`src/hw/rtl/jadc_pkg.sv`:
```
// Package for the joystick axis conditioning block: widths, register codes,
// fixed-point constants and the structs passed between pipeline sections.
// No dependencies; every other file imports it.
package jadc_pkg;

  localparam int AXIS_COUNT = 4;
  localparam int FRAC_BITS  = 16;

  localparam int CAL_REGS  = 4;
  localparam int CAL_IDX_W = 2;
  localparam int RAW_W     = 16;
  localparam int AXIS_W    = 2;
  localparam int POS_W     = 18;
  localparam int STAT_W    = 2;
  localparam int FIELD_W   = 17;
  localparam int CAL_W     = 3 * FIELD_W;
  localparam int PCT_W     = 7;
  localparam int SENS_W    = 4;
  localparam int CFG_IDX_W = 3;

  localparam int MIN_HALF_SPAN = 5;
  localparam int PCT_FULL      = 100;
  localparam int SENS_FULL     = 9;
  localparam int OUT_FRAC      = 16;

  localparam logic [FIELD_W-1:0] RESET_CENTER = 17'd32768;
  localparam logic [FIELD_W-1:0] RESET_MIN    = 17'd0;
  localparam logic [FIELD_W-1:0] RESET_MAX    = 17'd65536;
  localparam logic [CAL_W-1:0]   CAL_RESET    = {RESET_MAX, RESET_MIN, RESET_CENTER};
  localparam logic [PCT_W-1:0]   PCT_RESET    = 7'd10;
  localparam logic [SENS_W-1:0]  SENS_RESET   = 4'd9;

  // Divider: quotient floor(num * 2^Q_FRAC / den) with num <= den
  localparam int Q_FRAC     = (FRAC_BITS > OUT_FRAC) ? FRAC_BITS : OUT_FRAC;
  localparam int Q_W        = Q_FRAC + 1;
  localparam int DIV_STAGES = Q_W;
  localparam int REM_W      = FIELD_W + 1;

  localparam int ONE_W   = FRAC_BITS + 1;
  localparam int LIN_W   = OUT_FRAC + 1;
  localparam int OUT_SHR = (FRAC_BITS > OUT_FRAC) ? FRAC_BITS - OUT_FRAC : 0;
  localparam int OUT_SHL = (FRAC_BITS < OUT_FRAC) ? OUT_FRAC - FRAC_BITS : 0;

  // Dead zone: span * pct / 100 through a reciprocal multiply
  localparam int     DZP_W      = FIELD_W + PCT_W;
  localparam int     DZ_SHIFT   = DZP_W + 7;
  localparam int     DZ_RECIP_W = DZ_SHIFT - 6;
  localparam longint DZ_RECIP   = ((longint'(1) << DZ_SHIFT) + PCT_FULL - 1) / PCT_FULL;

  // Curve blend: sum / 9 through a reciprocal multiply
  localparam int     SUM_W        = FRAC_BITS + 5;
  localparam int     DIV9_SHIFT   = FRAC_BITS + 8;
  localparam int     DIV9_RECIP_W = FRAC_BITS + 5;
  localparam longint DIV9_RECIP   = ((longint'(1) << DIV9_SHIFT) + SENS_FULL - 1) / SENS_FULL;

  localparam logic CMD_CENTERED = 1'b0;
  localparam logic CMD_LINEAR   = 1'b1;

  typedef enum logic [CFG_IDX_W-1:0] {
    CFG_AXIS0,
    CFG_AXIS1,
    CFG_AXIS2,
    CFG_AXIS3,
    CFG_DEAD_ZONE,
    CFG_SENS
  } cfg_idx_e;

  typedef enum logic [STAT_W-1:0] {
    STAT_OK,
    STAT_CAL_BAD,
    STAT_EMPTY
  } status_e;

  typedef struct packed {
    logic [CAL_REGS-1:0][CAL_W-1:0] cal;
    logic [PCT_W-1:0]               dz_pct;
    logic [SENS_W-1:0]              sens;
  } cfg_t;

  localparam cfg_t CFG_RESET = '{
    cal:    {CAL_REGS{CAL_RESET}},
    dz_pct: PCT_RESET,
    sens:   SENS_RESET
  };

  typedef struct packed {
    logic    cmd;
    logic    neg;
    status_e status;
  } meta_t;

  typedef struct packed {
    logic [FIELD_W-1:0] num;
    logic [FIELD_W-1:0] den;
    meta_t              meta;
  } div_req_t;

  typedef struct packed {
    logic [Q_W-1:0] quo;
    meta_t          meta;
  } div_rsp_t;

endpackage

```
`src/hw/rtl/jadc_div.sv`:
```
// Pipelined restoring divider, one quotient bit per stage.
// Computes floor(num * 2^Q_FRAC / den) for num <= den. Uses jadc_pkg.
module jadc_div import jadc_pkg::*; (
  input  logic     clk_i,
  input  logic     rst_ni,
  input  logic     req_valid_i,
  output logic     req_ready_o,
  input  div_req_t req_i,
  output logic     rsp_valid_o,
  input  logic     rsp_ready_i,
  output div_rsp_t rsp_o
);

  localparam int LAST = DIV_STAGES - 1;
  localparam logic [Q_W-1:0] Q_ONE = {1'b1, {Q_FRAC{1'b0}}};

  logic [DIV_STAGES-1:0] v_q;
  logic [DIV_STAGES:0]   en;
  logic [DIV_STAGES-1:0] vin_w, bit_w;

  logic [REM_W-1:0]   rem_q [DIV_STAGES];
  logic [REM_W-1:0]   rem_d [DIV_STAGES];
  logic [REM_W-1:0]   sh_w  [DIV_STAGES];
  logic [Q_W-1:0]     quo_q [DIV_STAGES];
  logic [Q_W-1:0]     quo_d [DIV_STAGES];
  logic [Q_W-1:0]     qp_w  [DIV_STAGES];
  logic [FIELD_W-1:0] den_q [DIV_STAGES];
  logic [FIELD_W-1:0] dn_w  [DIV_STAGES];
  meta_t              meta_q[DIV_STAGES];
  meta_t              mt_w  [DIV_STAGES];

  always_comb begin
    en[DIV_STAGES] = rsp_ready_i;
    for (int k = LAST; k >= 0; k--) begin
      en[k] = !v_q[k] || en[k+1];
    end
  end

  always_comb begin
    sh_w[0]  = REM_W'(req_i.num);
    dn_w[0]  = req_i.den;
    qp_w[0]  = '0;
    mt_w[0]  = req_i.meta;
    vin_w[0] = req_valid_i;
    for (int k = 1; k < DIV_STAGES; k++) begin
      // shift the partial remainder in for the next quotient bit
      sh_w[k]  = {rem_q[k-1][REM_W-2:0], 1'b0};
      dn_w[k]  = den_q[k-1];
      qp_w[k]  = quo_q[k-1];
      mt_w[k]  = meta_q[k-1];
      vin_w[k] = v_q[k-1];
    end
    for (int k = 0; k < DIV_STAGES; k++) begin
      bit_w[k] = sh_w[k] >= REM_W'(dn_w[k]);
      rem_d[k] = bit_w[k] ? (sh_w[k] - REM_W'(dn_w[k])) : sh_w[k];
      quo_d[k] = {qp_w[k][Q_W-2:0], bit_w[k]};
    end
  end

  always_ff @(posedge clk_i or negedge rst_ni) begin
    if (!rst_ni) begin
      v_q <= '0;
    end else begin
      for (int k = 0; k < DIV_STAGES; k++) begin
        if (en[k]) v_q[k] <= vin_w[k];
      end
    end
  end

  always_ff @(posedge clk_i) begin
    for (int k = 0; k < DIV_STAGES; k++) begin
      if (en[k] && vin_w[k]) begin
        rem_q[k]  <= rem_d[k];
        quo_q[k]  <= quo_d[k];
        den_q[k]  <= dn_w[k];
        meta_q[k] <= mt_w[k];
      end
    end
  end

  assign req_ready_o = en[0];
  assign rsp_valid_o = v_q[LAST];
  assign rsp_o.quo   = quo_q[LAST];
  assign rsp_o.meta  = meta_q[LAST];

  a_quo_le_one: assert property (@(posedge clk_i) disable iff (!rst_ni)
    (v_q[LAST] && meta_q[LAST].status == STAT_OK) |-> (quo_q[LAST] <= Q_ONE))
    else $error("div: quotient above one for a normal item");

endmodule

```
`config.mk`:
```
export PLATFORM = sky130hd
export DESIGN_NAME = jadc_div
export DESIGN_NICKNAME = d
export VERILOG_FILES = /design/src/hw/rtl/jadc_pkg.sv /design/src/hw/rtl/jadc_div.sv
export SDC_FILE = /design/constraint.sdc
export NUM_CORES = 1
export LEC_CHECK = 0
export ABC_AREA = 1
export BUFFER_PORTS_ARGS = -buffer_cell sky130_fd_sc_hd__clkbuf_2
export CORE_ASPECT_RATIO = 0.75
export CORE_UTILIZATION = 45
export DETAILED_ROUTE_END_ITERATION = 6
export GPL_TIMING_DRIVEN = 0
export HOLD_SLACK_MARGIN = 0.02
export MAX_ROUTING_LAYER = met4
export SLEW_MARGIN = 20
export SYNTH_ARGS = -nofsm -noshare
export SYNTH_HDL_FRONTEND = slang
export SYNTH_SLANG_ARGS = --single-unit
```
`constraint.sdc`:
```
create_clock -name clk_i -period 3.5 [get_ports clk_i]
set_clock_uncertainty 0.1 [all_clocks]
set_input_delay 0.7 -clock clk_i [delete_from_list [all_inputs] [get_ports clk_i]]
set_output_delay 0.7 -clock clk_i [all_outputs]
set_load 0.005 [all_outputs]
```
# Word-level counts from Yosys, hierarchy flattened
# Memories as Yosys holds them, arrays and structs flattened.
# Cells that the tools add are included.
# W data, S select, Z words.
[totals]
out_inout_bits = 23
ram_bits = 952
memories = 4
word_cells = 157
in_bits = 42
regBits = 17
[op_classes]
n_mux = 51
reduce_logical = 51
n_lt_le_gt_ge = 17
add_sub_neg = 17
[mem_list]
columns = ["name", "words", "width", "read_ports", "rd_clocked_by_memory_dff", "wr", "line_no", "rtl"]
rows = [
  ["rem_q", 17, 18, 16, 0, 17, "jadc_div.sv:21", "logic [REM_W-1:0] rem_q [DIV_STAGES];"],
  ["den_q", 17, 17, 16, 0, 17, "jadc_div.sv:27", "logic [FIELD_W-1:0] den_q [DIV_STAGES];"],
  ["quo_q", 17, 17, 17, 0, 17, "jadc_div.sv:24", "logic [Q_W-1:0] quo_q [DIV_STAGES];"],
  ["meta_q", 17, 4, 17, 0, 17, "jadc_div.sv:29", "meta_t meta_q[DIV_STAGES];"],
]
[op_table]
columns = ["cell", "count"]
rows = [
  ["$mux W18", 17],
  ["$ge A18 B17 Y1", 16],
  ["$sub A18 B17 Y18", 16],
  ["$mux W1", 34],
  ["$sub A17 B17 Y18", 1],
  ["$ge A17 B17 Y1", 1],
  ["$logic_and A1 B1 Y1", 17],
  ["$logic_not A1 Y1", 17],
  ["$logic_or A1 B1 Y1", 17],
]

# Depth between registers and ports, before layout
# Gate-level depths: netlist of the first run.
[logic_depth]
ltp_word = 21
mapped_depth = 15
mapped_depth_nobuf = 14

# Worst setup path before layout of the first run
# Ideal clock, no wire load.
[synth_timing]
path_type = "input port to flip-flop"
startpoint = "input rsp_ready_i"
endpoint = "memory den_q[0][0], enable pin"
setup_ns = 0.448
n_path_buf = 0
t_arrival_ns = 3.180
cell_stages = 10
slack_ns = -0.228
t_required_ns = 2.952
path_cell_list = "inv_1 > nand4_2 > nor2_4 > nand4_4 > nor2_4 > nand4_4 > nor2_4 > nand4_4 > nor2_4 > a21oi_1"
[synth_lines]
columns = ["item", "line_no", "rtl"]
rows = [
  ["from (decl)", "jadc_div.sv:10", "input logic rsp_ready_i,"],
  ["to (decl)", "jadc_div.sv:27", ""],
]

# Worst setup path in the final report of the first run
[layout_timing]
startpoint = "register v_q[15]"
endpoint = "output req_ready_o"
[layout_via]
elab_chain_cells = 17
[layout_lines]
columns = ["item", "line_no", "rtl"]
rows = [
  ["from (decl)", "jadc_div.sv:17", "logic [DIV_STAGES-1:0] v_q;"],
  ["from (signal, indexed assignment)", "jadc_div.sv:65", "if (en[k]) v_q[k] <= vin_w[k];"],
  ["$logic_not A1 Y1", "jadc_div.sv:35", "en[k] = !v_q[k] || en[k+1];"],
  ["$logic_or A1 B1 Y1 (16 in series)", "jadc_div.sv:35", ""],
  ["to (decl)", "jadc_div.sv:7", "output logic req_ready_o,"],
]
# No other way between the ends.

==> impl_metrics.ini, run 1 <==
[drt]
drc = 0
ant_nets = 0
drt_wl_total_um = 89400
wl_per_cell_um = 17.1
drtIter0Drc = 2208
first_pass_iters = 5
vias = 26800
viasPerCell = 5.11

[synth]
synth_seq_cells = 782
syn-num-nets = 4138
avgSynthCellArea_um2 = 10.9
synth.largest_area_cell = edfxtp_1
synth_top_area_share_pct = 55.7
synthTopCellsByArea = edfxtp_1 56%, ha_1 8.7%, a21oi_1 6.1%, inv_1 4.7%, nand2_1 4.4%
synth-edff-count = 765
synth_compound_area_share_pct = 11.2
yosys.area_share.adder_pct = 9.51
synth_top_family_by_area = simple AND/OR/NAND/NOR gates
yosys.area_share.simple_pct = 11.5
synth_top_flop_cell = edfxtp_1
synth.distinct_cells = 48
async_flop_share_pct = 2.17
post_synth_xor_area_fraction_pct = 5.09
syn-cell-area_um2 = 41300
yosysSeqAreaShare_pct = 56.7
synthMuxAreaShare_pct = 0
yosys_warnings = 0
synthCells = 3792

[power]
power.density_nw_per_um2 = 996
vdd_drop_max_v = 0.000533
leakagePower_nw = 19.5
total_power_mw = 46.0

[global_routing]
overflow = 0
antenna_found_initial = 0
grt_pass1_wl_um = 142000
grt_max_degree = 54
grt_pass1_vias = 25700
grtUsageTotal_pct = 20.0

[worst_setup_path]
start_kind = flop
crit_fanout = 4
endpoint_kind = output port
arrival_ns = 2.49
crit_type = reg -> out
cp.required_ns = 2.70

[cts]
worstSkewPairLatency_ns = 0.63
cts_tree = done
cts_max_level = 3
clk_pin_slew_ns = 0.06
clock-sinks = 782
cts-root-buf = clkbuf_16
ctsResizeCount = 0
clockBufferDepth = 3
cts_inserted_buffers = 79

[layout]
final_cell_mix = 765 x edfxtp_1, 505 x inv_1, 503 x a21oi_1
final_common_cell = edfxtp_1
area_growth_pct = 12.0
drive_above_1_share_pct = 9.75
fill_cells = 8068
final_nets = 4303
fin_util_pct = 51.2
diodes = 0

[floorplan]
core-area_um2 = 90200
die_height_um = 264
start_util_pct = 45.7
ios = 65
fp.dieW_um = 352
dieArea_um2 = 92900
rows = 95

[sta]
fin_crit_sh_pct = 94.1
hold_viol = 0
rsz0062_at_grt = no
slew-limit-headroom_pct = 40.0
slew_violations = 0
fin_crit_ns = 3.29
hold_ws_ns = 0.152
setup_viol = 0
clock.fmax_mhz = 304
worst_pin_slew_ns = 0.878

[status]
outcome = complete, no violations

[job]
max_cap_violations = 0

[placed_design]
port_buffers = 64
dpl.hpwl_um = 69300
gp_congestion = 0.893

[worst_hold_path]
hp-class = in -> reg
==> routing by layer <==
layer | global-route usage [%] | wire length (um) | share of wire [%] | up-vias
li1 | - | - | - | 13500
met1 | 30.4 | 45700 | 51 | 12600
met2 | 28.0 | 37400 | 42 | 599
met3 | 3.26 | 4820 | 5.4 | 112
met4 | 4.11 | 1480 | 1.7 | 0
met5 | - | 0 | 0 | -
==> synth_stat cells (26+ instances only) <==
cell and count:
o21ai_0 113, nor2_1 396, nand3_1 94, nand2_1 484, edfxtp_1 765, nand4_1 26, inv_1 513, buf_6 38
a21oi_1 504, xnor2_1 112, xor2_1 128, ha_1 288, a21o_1 48, a21oi_2 34
==> final timing paths <==
path | startpoint | endpoint | cells after the start | slack [ns]
max | v_q[15] | req_ready_o | 10 | 0.21
max in group asynchronous | rst_ni | v_q[7] | 2 | 2.55
min in group asynchronous | rst_ni | v_q[14] | 2 | 0.44
min | req_i[2] | meta_q[0][2] | 1 | 0.15
max reg2reg | den_q[0][152] | rem_q[0][178] | 11 | 0.72
min reg2reg | meta_q[0][33] | meta_q[0][37] | 0 | 0.30
==> sequential cells by signal (all words and copies together) (netlist names) <==
name	flops
den_q	272
rem_q	272
quo_q	153
meta_q	68
v_q	17
==> repair_timing <==
| item | 4_1_cts | 5_1_grt |
|---|---|---|
| setup buffers | 0 | 0 |
| hold endpoints to repair | 17 | 0 |
| hold buffers | 1 | 0 |
==> logic make-up after synthesis <==
| logic type | after synthesis |
|---|---|
| and+or+nand+nor | 1101 |
| AOI/OAI and AO/OA | 799 |
| adders and majority gates | 304 |
| buffers and inverters | 566 |
| xor gates and xnor gates | 240 |
| DFF | 782 |
==> area by class of cell <==
cell class / count / area (um^2) / area share [%]
clock buffer: 101 / 2140 / 4.64
clock inverter: 45 / 468 / 1.01
tap: 1212 / 1520 / 3.28
multi-input combinational: 2444 / 15500 / 33.5
buffer: 52 / 541 / 1.17
inverter: 514 / 1930 / 4.19
sequential: 782 / 23400 / 50.6
timing repair buffer: 84 / 741 / 1.60
==> critical path, stage by stage (launching register included) <==
cell,delay [ns]
dfrtp_1,0.38
nand4_2,0.16
nor2_4,0.19
nand4_4,0.12
nor2_4,0.18
nand4_4,0.12
nor2_4,0.19
nand4_4,0.13
nor2_4,0.19
nand2_2,0.08
clkbuf_2,0.12
==> per-stage QoR <==
| stage | setup WS, ns | cell area [um^2] | setup TNS (ns) | std cells |
|---|---|---|---|---|
| detailed placement | 0.351 | 43600 | 0 | 5087 |
| global placement | -0.831 | 43100 | -72.78 | 5068 |
| CTS | 0.117 | 46200 | 0 | 5234 |
| floorplan | -0.00886 | 41300 | -0.354 | 3792 |
| finish | 0.205 | 46200 | 0 | 5234 |
| global route | 0.0150 | 46200 | 0 | 5234 |
==> report_power, final <==
group | internal (mW) | total, mW | switching (mW)
clock | 5.01 | 8.56 | 3.55
combinational | 7.94 | 20.9 | 13.0
sequential | 14.9 | 16.5 | 1.61
total | 27.9 | 46.0 | 18.2
Power figures use the tool's default switching activity.
==> run 2, diff against run 1 <==
--- a/config.mk
+++ b/config.mk
@@ -5,14 +5,13 @@
 export SDC_FILE = /design/constraint.sdc
 export NUM_CORES = 1
 export LEC_CHECK = 0
-export ABC_AREA = 1
 export BUFFER_PORTS_ARGS = -buffer_cell sky130_fd_sc_hd__clkbuf_2
 export CORE_ASPECT_RATIO = 0.75
 export CORE_UTILIZATION = 45
+export CTS_CLUSTER_DIAMETER = 50
 export DETAILED_ROUTE_END_ITERATION = 6
 export GPL_TIMING_DRIVEN = 0
 export HOLD_SLACK_MARGIN = 0.02
-export MAX_ROUTING_LAYER = met4
 export SLEW_MARGIN = 20
 export SYNTH_ARGS = -nofsm -noshare
 export SYNTH_HDL_FRONTEND = slang
==> run 2 against run 1 <==
- synthesized cell count fell by 13%
- clock power rose by 5.0%
- critical endpoint is now rem_q[0][284]
- clock-buffer cell count fell by 6
- synthesized area fell by 1.6%
- maximum frequency fell by 3.6%
- register-to-register slack got worse by 0.64 ns
- final area rose by 0.19%
- die area fell by 1.6%
- combinational power fell by 12%
- global-route usage fell by 1.9 points
==> impl_metrics.ini, run 2 <==
[cts]
clk_pin_slew_ns = 0.06
worstSkewPairLatency_ns = 0.66
clock-sinks = 782
cts_inserted_buffers = 86
cts_tree = done
cts-root-buf = clkbuf_16
clockBufferDepth = 3
cts_max_level = 3

[synth]
async_flop_share_pct = 2.17
synth_seq_cells = 782
synth.distinct_cells = 82
avgSynthCellArea_um2 = 12.2
synth_top_flop_cell = edfxtp_1
yosysSeqAreaShare_pct = 57.6
synth_common_cells = 765 x edfxtp_1, 368 x inv_1, 288 x ha_1
synth_top_area_share_pct = 56.6
yosys_warnings = 0
synth.largest_area_cell = edfxtp_1
syn-num-nets = 3664
synthCells = 3318
synth-edff-count = 765
syn-cell-area_um2 = 40600
yosysMostFrequentCell = edfxtp_1
synthTopCellsByArea = edfxtp_1 57%, ha_1 8.9%, inv_1 3.4%, mux2_2 2.6%, xnor2_1 2.4%

[worst_setup_path]
arrival_ns = 3.73
r2r_end = rem_q[0][284]
ff2ff_setup_slack_ns = 0.08
cp.required_ns = 3.81
reg2reg_depth = 12
endpoint_kind = flop
start_kind = flop
r2r_start = den_q[0][244]
crit_type = reg -> reg
crit_fanout = 10

[placed_design]
gp_congestion = 0.905
port_buffers = 64
dpl.hpwl_um = 61900

[floorplan]
die_height_um = 262
dieArea_um2 = 91500
rows = 95
start_util_pct = 45.4
fp.dieW_um = 349
ios = 65
core-area_um2 = 89500

[layout]
drive_above_1_share_pct = 13.7
area_growth_pct = 14.0
final_cell_mix = 765 x edfxtp_1, 366 x inv_1, 281 x ha_1
diodes = 0
reg_top3 = den_q (272), rem_q (272), quo_q (153)
final_nets = 3868
final_common_cell = edfxtp_1

[sta]
setup_viol = 0
fin_crit_sh_pct = 97.7
hold_ws_ns = 0.108
slew-limit-headroom_pct = 44.9
clock.fmax_mhz = 292
worst_pin_slew_ns = 0.817
fin_crit_ns = 3.42
slew_violations = 0
hold_viol = 0
tns_ns = 0

[worst_hold_path]
hold_depth = 1
hold_start = req_i[2]
min_to = meta_q[0][2]
hp-class = in -> reg

[power]
vdd_drop_max_v = 0.000436
total_power_mw = 42.6
leakagePower_nw = 18.7
power.density_nw_per_um2 = 920

[job]
max_cap_violations = 0

[drt]
drt_wl_total_um = 82600
vias = 25400
viasPerCell = 5.29
ant_nets = 0
wl_per_cell_um = 17.2
first_pass_iters = 5
drc = 0
drtIter0Drc = 1865

[global_routing]
overflow = 0
grtUsageTotal_pct = 18.1
antenna_found_initial = 0
grt_pass1_vias = 24100
grt_max_degree = 54
grt_pass1_wl_um = 131000

[status]
outcome = complete, no violations
-- run 2: how the worst max path moves through the flow --
| stage | start | end | slack, ns | depth (start not counted) |
|---|---|---|---|---|
| final | den_q[0][244] | rem_q[0][284] | 0.08 | 12 |
| after global routing | den_q[0][244] | rem_q[0][284] | -0.006 | 12 |
| after CTS | den_q[0][223] | rem_q[0][262] | -0.01 | 12 |
| after detailed placement | den_q[0][187] | rem_q[0][232] | -0.67 | 9 |
| after global placement | den_q[0][187] | rem_q[0][232] | -0.69 | 9 |
| after floorplan | rem_q[0][253] | rem_q[0][280] | 0.30 | 10 |
-- run 2: through the flow --
step                instances  setup slack [ns]  cell area [um^2]  util, %
floorplan                3318             0.298             40600        -
CTS                      4791           -0.0120             46100     51.5
global route             4806          -0.00589             46300     51.7
detailed placement       4608            -0.672             42800     47.8
global placement         4594            -0.689             42500     47.4
finish                   4806            0.0806             46300     51.7
-- run 2: final cells by class --
type | count | area, um^2
plain buffers | 55 | 338
inverters | 368 | 1380
flip-flops and latches | 782 | 23400
repair buffers | 118 | 958
clock inverters | 65 | 671
clock buffers | 95 | 2190
fillers | 7740 | 43200
multi-input cells | 2111 | 15900
well taps | 1212 | 1520
-- run 2: where the power goes --
group / internal, mW / leakage (nW) / switching, mW / total, mW
combinational: 8.18 / 9.61 / 10.1 / 18.3
clock: 5.07 / 1.37 / 3.92 / 8.99
sequential: 14.1 / 7.67 / 1.25 / 15.4
total: 27.4 / 18.7 / 15.3 / 42.6
-- run 2: critical path: stages, from the launching register on --
cell      delay [ns]
edfxtp_1        0.40
inv_1           0.08
ha_2            0.29
or2_1           0.23
a21oi_2         0.20
a31oi_4         0.09
a21o_1          0.21
a21o_1          0.22
a221o_1         0.39
a41oi_4         0.25
buf_12          0.15
buf_6           0.17
mux2_2          0.36
-- run 2: logic make-up (layout without fill, tap and decap cells) --
family | Yosys count | count (layout) | share of synthesized area, %
flops | 782 | 782 | 57.6
simple gates | 768 | 768 | 9.03
compound gates | 698 | 698 | 11.2
buf+inv | 425 | 701 | 4.15
fa+ha+maj | 304 | 304 | 9.66
xor+xnor | 206 | 206 | 4.44
mux | 135 | 135 | 3.90
-- run 2: layer usage --
layer  global-route usage, %  vias to the layer above  part of all wire, %
met3                    3.52                      114                  5.6
met4                    5.29                        0                  2.3
met2                    25.3                      542                   40
met5                       0                        -                    0
met1                    28.2                    12200                   52
li1                        -                    12600                    -
-- run 2: what timing repair did --
item / in CTS / in global routing
hold buffers: 1 / 0
cloned: 1 / 0
endpoints found under the hold margin: 17 / 0
setup buffers: 22 / 16
pin swaps: 20 / 20
resized for setup: 41 / 44
endpoints found under the setup margin: 164 / 190
==> run 3, diff against run 2 <==
--- a/config.mk
+++ b/config.mk
@@ -12,6 +12,7 @@
 export DETAILED_ROUTE_END_ITERATION = 6
 export GPL_TIMING_DRIVEN = 0
 export HOLD_SLACK_MARGIN = 0.02
+export REMOVE_ABC_BUFFERS = 1
 export SLEW_MARGIN = 20
 export SYNTH_ARGS = -nofsm -noshare
 export SYNTH_HDL_FRONTEND = slang
==> run 3 against run 2 <==
- the run now ends with setup timing left
- wire length increased by 7.2%
- critical path depth fell by 1
- highest routed layer is now met5
- clock power grew 2.4%
- total power is 1.1% higher
- first-iteration DRC count increased by 32%
- flip-flop and latch count unchanged
- register-to-register slack got worse by 0.12 ns
- via count is 1.3% higher
- sequential power barely moved
- maximum frequency fell by 3.3%
- global-route usage rose by 1.1 points
- die area is the same
==> impl_metrics.ini, run 3 (synthesized netlist as in run 2, its figures left out) <==
[sta]
fin_crit_ns = 3.54
fin_crit_sh_pct = 101
worst_pin_slew_ns = 1.06
hold_ws_ns = 0.120
slew_violations = 0
rsz0062_at_grt = yes
layout_setup_ws_ns = -0.0371
slew-limit-headroom_pct = 29.4
clock.fmax_mhz = 283
setup_viol = 11
hold_viol = 0

[cts]
cts-root-buf = clkbuf_16
worstSkewPairLatency_ns = 0.65
cts_tree = done
clockBufferDepth = 3
cts_max_level = 3
clock-sinks = 782
clk_pin_slew_ns = 0.07
cts_inserted_buffers = 86

[placed_design]
dpl.hpwl_um = 64300
dp_slack_ns = -0.795
dpl_cell_area_um2 = 42600
gp_congestion = 0.849
port_buffers = 64

[global_routing]
grt_pass1_wl_um = 136000
overflow = 0
antenna_found_initial = 2
top_usage_layer = met1
grtUsageMet3_pct = 4.85
grtUsageMet2_pct = 23.1
grt_pass1_vias = 23200
grt_max_degree = 54
use_met1_pct = 32.9
grtUsageTotal_pct = 19.2

[worst_setup_path]
crit_type = reg -> reg
reg2reg_depth = 11
cp.required_ns = 3.79
r2r_end = rem_q[0][267]
crit_start = den_q[0][223]
ff2ff_setup_slack_ns = -0.04
endpoint_kind = flop
start_kind = flop
arrival_ns = 3.83
r2r_start = den_q[0][223]
crit_fanout = 4

[drt]
viasPerCell = 5.40
drc = 0
drt_wl_total_um = 88600
first_pass_iters = 5
ant_nets = 0
wl_per_cell_um = 18.6
vias = 25700
drtIter0Drc = 2456

[floorplan]
rows = 95
dieArea_um2 = 91500
core-area_um2 = 89500
start_util_pct = 45.4
die_height_um = 262
fp.dieW_um = 349
ios = 65

[layout]
final_cell_mix = 765 x edfxtp_1, 364 x inv_1, 282 x ha_1
area_growth_pct = 14.0
fin_util_pct = 51.7
final_nets = 3827
drive_above_1_share_pct = 13.6
finalInstanceArea_um2 = 46300
fill_cells = 7716
reg_top3 = den_q (272), rem_q (272), quo_q (153)
final_common_cell = edfxtp_1

[worst_hold_path]
min_to = meta_q[0][3]
hold_start = req_i[3]
hp-class = in -> reg
hold_depth = 1

[power]
vdd_drop_max_v = 0.000488
leakagePower_nw = 18.6
power.density_nw_per_um2 = 930
total_power_mw = 43.1

[status]
outcome = finished with violations
violations = setup timing

[job]
max_cap_violations = 0
==> run 3: area by class of cell <==
| type | count | area (um^2) | share of cell area (%) |
|---|---|---|---|
| Clock inverter | 55 | 602 | 1.30 |
| Timing Repair Buffer | 127 | 1030 | 2.23 |
| Sequential cell | 782 | 23400 | 50.5 |
| Clock buffer | 107 | 2290 | 4.95 |
| Inverter | 368 | 1390 | 3.00 |
| Tap cell | 1212 | 1520 | 3.28 |
| Antenna cell | 1 | 2.50 | 0.00541 |
| Multi-Input combinational cell | 2116 | 16100 | 34.7 |
==> run 3: worst max-delay path, cell delays in order (launching register included) <==
cell and delay [ns]:
edfxtp_1 0.42, inv_2 0.09, ha_4 0.20, nor2b_4 0.12
o31a_1 0.29, o31a_1 0.35, o41ai_4 0.35, o31a_1 0.36
o21ai_4 0.15, buf_6 0.15, a211o_4 0.37, mux2_4 0.31
==> run 3: routing by layer <==
| metal | share of wire [%] | vias up |
|---|---|---|
| li1 | - | 12500 |
| met3 | 8.0 | 105 |
| met1 | 55 | 12400 |
| met2 | 35 | 706 |
| met4 | 1.5 | 2 |
| met5 | 0.010 | - |
==> run 3: through the flow <==
step	std cells	setup TNS, ns
after floorplan	3261	-115.78
after global placement	4537	-685.17
after detailed placement	4556	-80.49
after CTS	4746	-0.0173
after global routing	4767	-0.684
final	4768	-0.153
==> run 3: what timing repair did <==
item / in CTS / in global routing
gates resized for setup: 41 / 33
hold buffers: 1 / 0
cloned: 4 / 1
hold endpoints to repair: 17 / 0
pin swaps: 18 / 16
buffers inserted: 24 / 21
endpoints found under the setup margin: 195 / 129
==> run 3: worst max-delay path by stage <==
stage,to,slack (ns),cells after the start
floorplan,den_q[0][34],-1.38,7
global placement,rem_q[0][213],-3.81,9
detailed placement,rem_q[0][213],-0.79,12
CTS,rem_q[0][196],-0.005,10
global route,rem_q[0][195],-0.05,10
finish,rem_q[0][267],-0.04,11
==> run 3: report_power, final <==
group	switching [mW]	total (mW)	internal, mW
registers	1.33	15.4	14.1
logic	10.2	18.4	8.19
clock network	3.82	9.21	5.38
total	15.4	43.1	27.7
